==> src/sv/bmb_pkg.sv <==
// Shared types and constants for the mono page bitmap blitter.
// Image geometry, item kinds, register indexes and cursor interface structs.
// No dependencies.
`default_nettype none

package bmb_pkg;

  // Image geometry
  localparam int IMAGE_WIDTH  = 128;
  localparam int IMAGE_HEIGHT = 97;
  localparam int IMAGE_PAGES  = (IMAGE_HEIGHT + 7) / 8;
  localparam int IMAGE_BYTES  = IMAGE_PAGES * IMAGE_WIDTH;
  localparam int RAM_AW       = $clog2(IMAGE_BYTES);

  // Field widths
  localparam int KIND_W = 2;
  localparam int COL_W  = 8;
  localparam int ROW_W  = 7;
  localparam int BITS_W = 8;
  localparam int CNT_W  = 4;
  localparam int ADDR_W = 11;
  localparam int DATA_W = 8;
  localparam int CFG_IW = 2;

  localparam int S_TDATA_W = 64;
  localparam int S_TUSER_W = KIND_W;
  localparam int M_TDATA_W = 16;

  // Item kinds
  typedef enum logic [KIND_W-1:0] {
    KIND_START  = 2'd0,
    KIND_BITMAP = 2'd1,
    KIND_STORE  = 2'd2,
    KIND_LOAD   = 2'd3
  } kind_e;

  // Register indexes
  localparam logic [CFG_IW-1:0] CFG_PAL_ZERO  = 2'd0;
  localparam logic [CFG_IW-1:0] CFG_PAL_ONE   = 2'd1;
  localparam logic [CFG_IW-1:0] CFG_OVERWRITE = 2'd2;

  // Cursor command: open a rectangle or advance one pixel
  typedef struct packed {
    logic             start;
    logic             step;
    logic [COL_W-1:0] origin_col;
    logic [ROW_W-1:0] origin_row;
    logic [COL_W-1:0] rect_cols;
    logic [ROW_W-1:0] rect_rows;
  } cur_cmd_t;

  // Cursor status: current pixel location and drawing state
  typedef struct packed {
    logic [RAM_AW-1:0] addr;
    logic [2:0]        bit_pos;
    logic              drawing;
    logic              last_pixel;
  } cur_sts_t;

endpackage

`default_nettype wire

==> src/sv/bmb_cursor.sv <==
// Rectangle cursor: clips a new rectangle to the image and walks it pixel
// by pixel in raster order. Depends on bmb_pkg.
`default_nettype none

module bmb_cursor (
  input  wire logic              clk_i,
  input  wire logic              rst_ni,
  input  wire bmb_pkg::cur_cmd_t cmd_i,
  output bmb_pkg::cur_sts_t      sts_o
);

  logic [bmb_pkg::COL_W-1:0] left_col_q, left_col_d;
  logic [bmb_pkg::COL_W-1:0] cur_col_q, cur_col_d;
  logic [bmb_pkg::ROW_W-1:0] cur_row_q, cur_row_d;
  logic [bmb_pkg::COL_W-1:0] span_cols_q, span_cols_d;
  logic [bmb_pkg::ROW_W-1:0] rows_left_q, rows_left_d;

  logic                      origin_ok;
  logic [bmb_pkg::COL_W:0]   col_end;
  logic [bmb_pkg::ROW_W:0]   row_end;
  logic [bmb_pkg::COL_W-1:0] cols_clip;
  logic [bmb_pkg::ROW_W-1:0] rows_clip;
  logic [bmb_pkg::COL_W:0]   col_next;
  logic [bmb_pkg::COL_W:0]   right_edge;
  logic                      wrap;

  // clip the requested rectangle to the image
  always_comb begin
    origin_ok = ({1'b0, cmd_i.origin_col} < (bmb_pkg::COL_W+1)'(bmb_pkg::IMAGE_WIDTH)) &&
                ({1'b0, cmd_i.origin_row} < (bmb_pkg::ROW_W+1)'(bmb_pkg::IMAGE_HEIGHT));
    col_end = {1'b0, cmd_i.origin_col} + {1'b0, cmd_i.rect_cols};
    row_end = {1'b0, cmd_i.origin_row} + {1'b0, cmd_i.rect_rows};
    if (col_end > (bmb_pkg::COL_W+1)'(bmb_pkg::IMAGE_WIDTH)) begin
      cols_clip = bmb_pkg::COL_W'((bmb_pkg::COL_W+1)'(bmb_pkg::IMAGE_WIDTH) -
                                  {1'b0, cmd_i.origin_col});
    end else begin
      cols_clip = cmd_i.rect_cols;
    end
    if (row_end > (bmb_pkg::ROW_W+1)'(bmb_pkg::IMAGE_HEIGHT)) begin
      rows_clip = bmb_pkg::ROW_W'((bmb_pkg::ROW_W+1)'(bmb_pkg::IMAGE_HEIGHT) -
                                  {1'b0, cmd_i.origin_row});
    end else begin
      rows_clip = cmd_i.rect_rows;
    end
  end

  // raster advance: wrap to the left edge at the end of a row
  always_comb begin
    col_next   = {1'b0, cur_col_q} + (bmb_pkg::COL_W+1)'(1);
    right_edge = {1'b0, left_col_q} + {1'b0, span_cols_q};
    wrap       = (col_next >= right_edge);
  end

  // next state
  always_comb begin
    left_col_d  = left_col_q;
    cur_col_d   = cur_col_q;
    cur_row_d   = cur_row_q;
    span_cols_d = span_cols_q;
    rows_left_d = rows_left_q;
    if (cmd_i.start) begin
      if (origin_ok) begin
        left_col_d  = cmd_i.origin_col;
        cur_col_d   = cmd_i.origin_col;
        cur_row_d   = cmd_i.origin_row;
        span_cols_d = cols_clip;
        rows_left_d = (cols_clip == '0) ? '0 : rows_clip;
      end else begin
        rows_left_d = '0;
      end
    end else if (cmd_i.step) begin
      if (wrap) begin
        cur_col_d   = left_col_q;
        cur_row_d   = cur_row_q + bmb_pkg::ROW_W'(1);
        rows_left_d = rows_left_q - bmb_pkg::ROW_W'(1);
      end else begin
        cur_col_d = col_next[bmb_pkg::COL_W-1:0];
      end
    end
  end

  always_ff @(posedge clk_i or negedge rst_ni) begin
    if (!rst_ni) begin
      left_col_q  <= '0;
      cur_col_q   <= '0;
      cur_row_q   <= '0;
      span_cols_q <= '0;
      rows_left_q <= '0;
    end else begin
      left_col_q  <= left_col_d;
      cur_col_q   <= cur_col_d;
      cur_row_q   <= cur_row_d;
      span_cols_q <= span_cols_d;
      rows_left_q <= rows_left_d;
    end
  end

  // byte address of the current pixel: page * width + column
  always_comb begin
    sts_o.addr = bmb_pkg::RAM_AW'(bmb_pkg::RAM_AW'(cur_row_q >> 3) *
                                  bmb_pkg::RAM_AW'(bmb_pkg::IMAGE_WIDTH) +
                                  bmb_pkg::RAM_AW'(cur_col_q));
    sts_o.bit_pos    = cur_row_q[2:0];
    sts_o.drawing    = (rows_left_q != '0);
    sts_o.last_pixel = wrap && (rows_left_q == bmb_pkg::ROW_W'(1));
  end

  // a live rectangle always stays inside the image
  a_row_in_image: assert property (@(posedge clk_i) disable iff (!rst_ni)
    (rows_left_q != '0) |-> ({1'b0, cur_row_q} < (bmb_pkg::ROW_W+1)'(bmb_pkg::IMAGE_HEIGHT)))
    else $error("cursor row outside image while drawing");

  a_col_in_image: assert property (@(posedge clk_i) disable iff (!rst_ni)
    (rows_left_q != '0) |-> ({1'b0, cur_col_q} < (bmb_pkg::COL_W+1)'(bmb_pkg::IMAGE_WIDTH)))
    else $error("cursor column outside image while drawing");

  a_col_in_span: assert property (@(posedge clk_i) disable iff (!rst_ni)
    (rows_left_q != '0) |-> (cur_col_q >= left_col_q))
    else $error("cursor column left of rectangle");

endmodule

`default_nettype wire

==> config.mk <==
export PLATFORM = sky130hd
export DESIGN_NAME = bmb_cursor
export DESIGN_NICKNAME = d
export VERILOG_FILES = /design/src/sv/bmb_pkg.sv /design/src/sv/bmb_cursor.sv
export SDC_FILE = /design/constraint.sdc
export NUM_CORES = 1
export LEC_CHECK = 0
export BUFFER_PORTS_ARGS = -buffer_cell sky130_fd_sc_hd__buf_2
export CAP_MARGIN = 20
export CORE_AREA = 3 3 126 128
export CTS_CLUSTER_SIZE = 16
export DETAILED_ROUTE_END_ITERATION = 10
export DIE_AREA = 0 0 129 131
export GPL_ROUTABILITY_DRIVEN = 0
export SLEW_MARGIN = 20
export SYNTH_ARGS = -nofsm -noshare
export SYNTH_HDL_FRONTEND = slang
export SYNTH_SLANG_ARGS = --single-unit
==> constraint.sdc <==
create_clock -name clk_i -period 4.9 [get_ports clk_i]
set_input_delay 0.245 -clock clk_i [delete_from_list [all_inputs] [get_ports clk_i]]
set_output_delay 0.245 -clock clk_i [all_outputs]
set_load 0.05 [all_outputs]
* Word-level counts from Yosys, hierarchy flattened *
Cells that the tools add are included.

operators by class
  add/subtract/negate cells = 9
  $mul = 0
  divide/modulo/power cells = 0
  $lt $le $gt $ge = 5
  equality and inequality tests = 2
  shift operators = 0
  muxes and demuxes = 15
  bitwise operators = 0
  reductions and logical operators = 10

operators by type and width
  kind                 number
  $mux 7               10
  $mux 8               5
  $add 8x8->9          2
  $add 11x8->11        1
  $add 8x1->9 const B  1
  $ge 9x9->1           1
  $gt 9x8->1 const B   1
  $add 7x7->8          1
  $gt 8x7->1 const B   1
  $logic_not 8->1      1
  $lt 8x8->1 const B   1
  $sub 8x8->8 const A  1
  $add 7x1->7 const B  1
  $eq 7x1->1 const B   1
  $lt 7x7->1 const B   1
  $reduce_bool 7->1    1
  $sub 7x1->7 const B  1
  $sub 7x7->7 const A  1
  $reduce_and 2->1     3
  $reduce_bool 2->1    2
  $reduce_and 3->1     1
  $logic_and 1x1->1    2
  $ne 2x1->1 const B   1

storage, ports and cells
  flip-flop bits (word level) = 38
  bits in latches = 0
  memory bits (writable) = 0
  bits in read-only memories = 0
  output and inout bits = 16
  logic and storage cells = 46
  memories = 0

* Logic depth before layout (Yosys ltp) *
  depth after elaboration = 7
  depth in mapped cells = 18

* Least setup slack after synthesis *
No wires, ideal clock.

  kind = reg-to-output
  from = reg left_col_q[0] (netlist bit)
  to = out sts_o[0] (netlist bit)
  arrival = 3.427 ns
  path slack = 1.228 ns
  stages on the path, launching flop included = 17
  cells stage by stage = dfrtp_1 -> ha_1 -> fa_1 -> a21oi_1 -> nor2_1 -> nor2_1 -> o21bai_1 -> a21oi_1 -> xnor2_1 -> ha_1 -> o21a_1 -> o21a_1 -> o31a_1 -> a311o_1 -> clkbuf_1 -> clkbuf_1 -> and3_1

RTL lines
  what                      line              RTL
  start: declaration        bmb_cursor.sv:12  logic [bmb_pkg::COL_W-1:0] left_col_q, left_col_d;
  start signal: assignment  bmb_cursor.sv:90  left_col_q <= left_col_d;
  end: declaration          bmb_cursor.sv:9   output bmb_pkg::cur_sts_t sts_o

==> flow_results.org <==
** Synthesis
- Main area contributors after synthesis :: sky130_fd_sc_hd__dfrtp_1 (26%), sky130_fd_sc_hd__ha_1 (14%), sky130_fd_sc_hd__mux2i_1 (6.6%), sky130_fd_sc_hd__o21ai_0 (4.1%), sky130_fd_sc_hd__xnor2_1 (4.1%)
- Number of cells produced by synthesis :: 416
- Yosys mapped the design onto 53 distinct sky130hd cell types.
- Fraction of post-synthesis cell area in the top cell type by area :: 0.2596
- Counting flops with a built-in enable in the synthesized netlist gives 0.
- The cell area that synthesis handed to floorplanning was 3664 um2.
- For this run, the number of Yosys warnings is 0.
- The number of nets handed over by synthesis was 493.
- Post-synth top area cell :: sky130_fd_sc_hd__dfrtp_1
- In the synthesized netlist the async set-or-reset flop fraction comes to 1.000.
- Ys flop type :: sky130_fd_sc_hd__dfrtp_1
- For this run, the register share of the synthesized area comes to 0.2596.
- Mapped Avg Cell Area :: 8.807 um2
- Synthesis-stage register bit count :: 38

** Power
- Of the total power, the clock network draws 0.142.
- The analysis attributes to net switching a power of 1.050 mW.
- Total power divided by cell area :: 524.4 nW/um2
- Logic pwr share :: 0.608
- Of the total power, registers draw 0.250.
- Cell-internal power :: 1.135 mW
- Of the total power, the share spent switching nets is 0.4805.
- The analysis attributes to cell leakage a power of 1.868 nW.
- Overall power of the completed layout :: 2.185 mW
- Maximum ir drop on the vdd rail :: 0.1885 mV

** STA
- Minimum clock period :: 4.316 ns
- Setup violators final :: 0
- Share of the cycle needed by the critical path after routing :: 0.8808
- Max-slew violation count :: 0
- Setup repair after global routing missed its margin :: no
- Across all setup checks in the final design, the least slack found is 0.5840 ns.
- The worst pin sits at a relative slew slack of 0.3528.
- Across the routed clock network, the largest skew measured is 0.005305 ns.
- Setup TNS :: 0 ns
- Slew @ Worst Pin :: 0.9708 ns
- Max Clk Rate :: 0.2317 GHz
- Smallest hold slack :: 0.1081 ns
- Number of hold-slack violations in the final timing report :: 0

** Route
- Routed via count divided by cell count :: 5.014
- Number of vias after detailed routing :: 3199
- The first TritonRoute pass finished after 5 iterations.
- For this run, design rule violations remaining after detail routing come to 0.
- After detailed routing, the average wire length per cell comes to 14.23 um.
- Starting DRT DRC Count :: 149
- Total wire length after detailed routing :: 9.079 mm
- Antenna Nets Post-Route :: 0

** Worst setup path
- Max Fanout on Critical Path :: 22
- CP startpoint :: left_col_q[0]
- Sequence of cells on the critical path :: ha_1 -> fa_1 -> a21oi_1 -> nor2_1 -> nor2_1 -> o21bai_1 -> a21oi_1 -> xnor2_1 -> ha_1 -> o21a_1 -> o21a_1 -> o31a_1 -> a311o_1 -> and3_1 -> buf_2
- The worst setup path is launched from a flip-flop.
- Arr. time, crit path :: 4.07 ns
- Buffers & Inverters on Critical Path :: 1
- Data on the critical path is required at its endpoint by 4.66 ns.
- On the worst path, the slowest cell contributes a delay of 0.64 ns.
- Broken down by cell family, the worst path's largest delay share belongs to compound AO/OA/AOI/OAI gates.
- In this run the critical register-to-register path is launched from left_col_q[0].
- STA classifies the critical path endpoint as an output port.
- Slowest-stage cell, CP :: sky130_fd_sc_hd__a311o_1
- The critical path in this run is classified as reg -> out.

** Final layout
- Final cell count without fillers :: 638
- Ant. Diodes :: 0
- Post-route design area :: 4167 um2
- Number of nets in the finished design :: 528
- Fraction of final layout cells sized beyond drive strength 1 :: 0.1600
- Post-layout util :: 0.2782
- The library cell used most frequently in the layout, excluding fill and tap cells, is sky130_fd_sc_hd__buf_2.
- Leaving out fill and tap cells, the most frequent cells in the layout are sky130_fd_sc_hd__buf_2 (49), sky130_fd_sc_hd__ha_1 (40), sky130_fd_sc_hd__dfrtp_1 (38).
- The area growth from synthesis to layout is 13.73%.

** Clock tree
- In this run, CTS created clock tree buffers numbering 5.
- Count of H-tree levels built during CTS :: 2
- Resized Gates After CTS :: 0
- Post-CTS Setup Repair Bufs :: 0
- TritonCTS built the clock tree.
- Clock-pin slew of the registers on the worst-case setup and hold paths :: 0.06 ns
- Worst-Skew Late Latency :: 0.27 ns
- Counting every sink on the clock net gives 38.
- Hold Buf Count CTS :: 0
- In this run the deepest clock path goes through 2 buffers.
- CTS placed an instance of sky130_fd_sc_hd__clkbuf_16 at the clock tree root.

** Global routing
- The first global-routing pass estimated 15.21 mm of wire.
- Remaining global-route overflow :: 0
- Initial antenna violation count :: 0
- In the global route stage, overall resource usage came out at 0.1091.
- Via count of the first global-routing pass :: 3131
- Entering global routing, the biggest net connects 39 pins.

** Hold path
- Type of the worst min-delay path :: in -> async

** Floorplan
- IO Count :: 50
- Core area :: 14980 um2
- Die footprint :: 16900 um2
- The die is 131 um tall.
- Starting utilization of the core area :: 0.2446
- Core Rows :: 45
- Die Wd :: 129 um

** Outcome
- Result of the run :: completed

** Run
- Max Cap Violations :: 0

** Placed design
- Post-placement cell area :: 4028 um2
- After detailed placement, the design holds a cell count of 632.
- The HPWL after detailed placement is 7.237 mm.
- Setup slack at placement :: 0.8478 ns
- Count of buffers inserted at the top-level ports :: 49
==> final timing paths <==
kind                       slack [ns]  cells after the start              to
max                              0.58                     15        sts_o[0]
min                              0.11                      1    cur_row_q[1]
max reg2reg                      0.83                     17    cur_row_q[2]
min reg2reg                      0.49                      2  span_cols_q[4]
max in group asynchronous        4.24                      1    cur_col_q[4]
min in group clk_i               0.30                      3  rows_left_q[6]
==> registers in the layout, indices dropped and copies added (netlist names) <==
name         cells
cur_col_q        8
left_col_q       8
span_cols_q      8
cur_row_q        7
rows_left_q      7
==> power by group through the flow <==
| stage | registers (mW) | clock network (mW) | logic [mW] |
|---|---|---|---|
| global placement | 0.545 | 0 | 1.30 |
| global route | 0.566 | 0.336 | 1.48 |
| CTS | 0.546 | 0.321 | 1.34 |
| detailed placement | 0.551 | 0 | 1.33 |
| floorplan | 0.513 | 0 | 1.12 |
| finish | 0.546 | 0.311 | 1.33 |
==> cells by family after synthesis <==
logic type,after synthesis,synth area share
muxes,32,0.09085
adders and majority gates,43,0.1530
AOI/OAI and AO/OA,123,0.2135
buffers and inverters,46,0.06181
DFF,38,0.2596
and+or+nand+nor,100,0.1400
xor gates and xnor gates,34,0.08128
==> worst register-to-register path: stages (launching register included) <==
cell                       delay (ns)
sky130_fd_sc_hd__dfrtp_1         0.41
sky130_fd_sc_hd__ha_1            0.25
sky130_fd_sc_hd__fa_1            0.41
sky130_fd_sc_hd__a21oi_1         0.15
sky130_fd_sc_hd__nor2_1          0.05
sky130_fd_sc_hd__nor2_1          0.15
sky130_fd_sc_hd__o21bai_1        0.09
sky130_fd_sc_hd__a21oi_1         0.22
sky130_fd_sc_hd__xnor2_1         0.16
sky130_fd_sc_hd__ha_1            0.26
sky130_fd_sc_hd__o21a_1          0.17
sky130_fd_sc_hd__o21a_1          0.18
sky130_fd_sc_hd__o31a_1          0.11
sky130_fd_sc_hd__a311o_1         0.64
sky130_fd_sc_hd__buf_4           0.31
sky130_fd_sc_hd__a21o_1          0.21
sky130_fd_sc_hd__o22ai_1         0.15
sky130_fd_sc_hd__a21oi_1         0.06
==> metal layers <==
| layer | vias to the layer above | part of all wire | global-route usage |
|---|---|---|---|
| met4 | 0 | 0.010 | 0.02347 |
| met2 | 100 | 0.45 | 0.1784 |
| met3 | 6 | 0.057 | 0.01911 |
| li1 | 1579 | - | - |
| met5 | - | 0 | 0 |
| met1 | 1514 | 0.48 | 0.1513 |
==> cells in the mapped netlist (4+ instances only) <==
| master | count |
|---|---|
| sky130_fd_sc_hd__o211ai_1 | 5 |
| sky130_fd_sc_hd__nand3_1 | 14 |
| sky130_fd_sc_hd__dfrtp_1 | 38 |
| sky130_fd_sc_hd__o22ai_1 | 11 |
| sky130_fd_sc_hd__o21bai_1 | 4 |
| sky130_fd_sc_hd__mux2i_1 | 24 |
| sky130_fd_sc_hd__clkbuf_1 | 10 |
| sky130_fd_sc_hd__buf_4 | 10 |
| sky130_fd_sc_hd__o21ai_0 | 30 |
| sky130_fd_sc_hd__nor3_1 | 4 |
| sky130_fd_sc_hd__a21o_1 | 7 |
| sky130_fd_sc_hd__a21oi_1 | 28 |
| sky130_fd_sc_hd__inv_1 | 22 |
| sky130_fd_sc_hd__a211oi_1 | 4 |
| sky130_fd_sc_hd__nand2_1 | 26 |
| sky130_fd_sc_hd__xnor2_1 | 17 |
| sky130_fd_sc_hd__nor4_1 | 8 |
| sky130_fd_sc_hd__xor2_1 | 17 |
| sky130_fd_sc_hd__nand2b_1 | 4 |
| sky130_fd_sc_hd__nand4_1 | 5 |
| sky130_fd_sc_hd__mux2_2 | 7 |
| sky130_fd_sc_hd__o21a_1 | 13 |
| sky130_fd_sc_hd__and3_1 | 7 |
| sky130_fd_sc_hd__ha_1 | 40 |
| sky130_fd_sc_hd__nor2_1 | 17 |
==> final cells by class <==
type | count | area, um2
Sequential cell | 38 | 950.9
Timing Repair Buffer | 52 | 267.8
Multi-Input combinational cell | 332 | 2491
Fill cell | 1576 | 10810
Tap cell | 188 | 235.2
Clock buffer | 6 | 138.9
Inverter | 22 | 82.58
No activity file was read; power rests on OpenSTA's default activity.
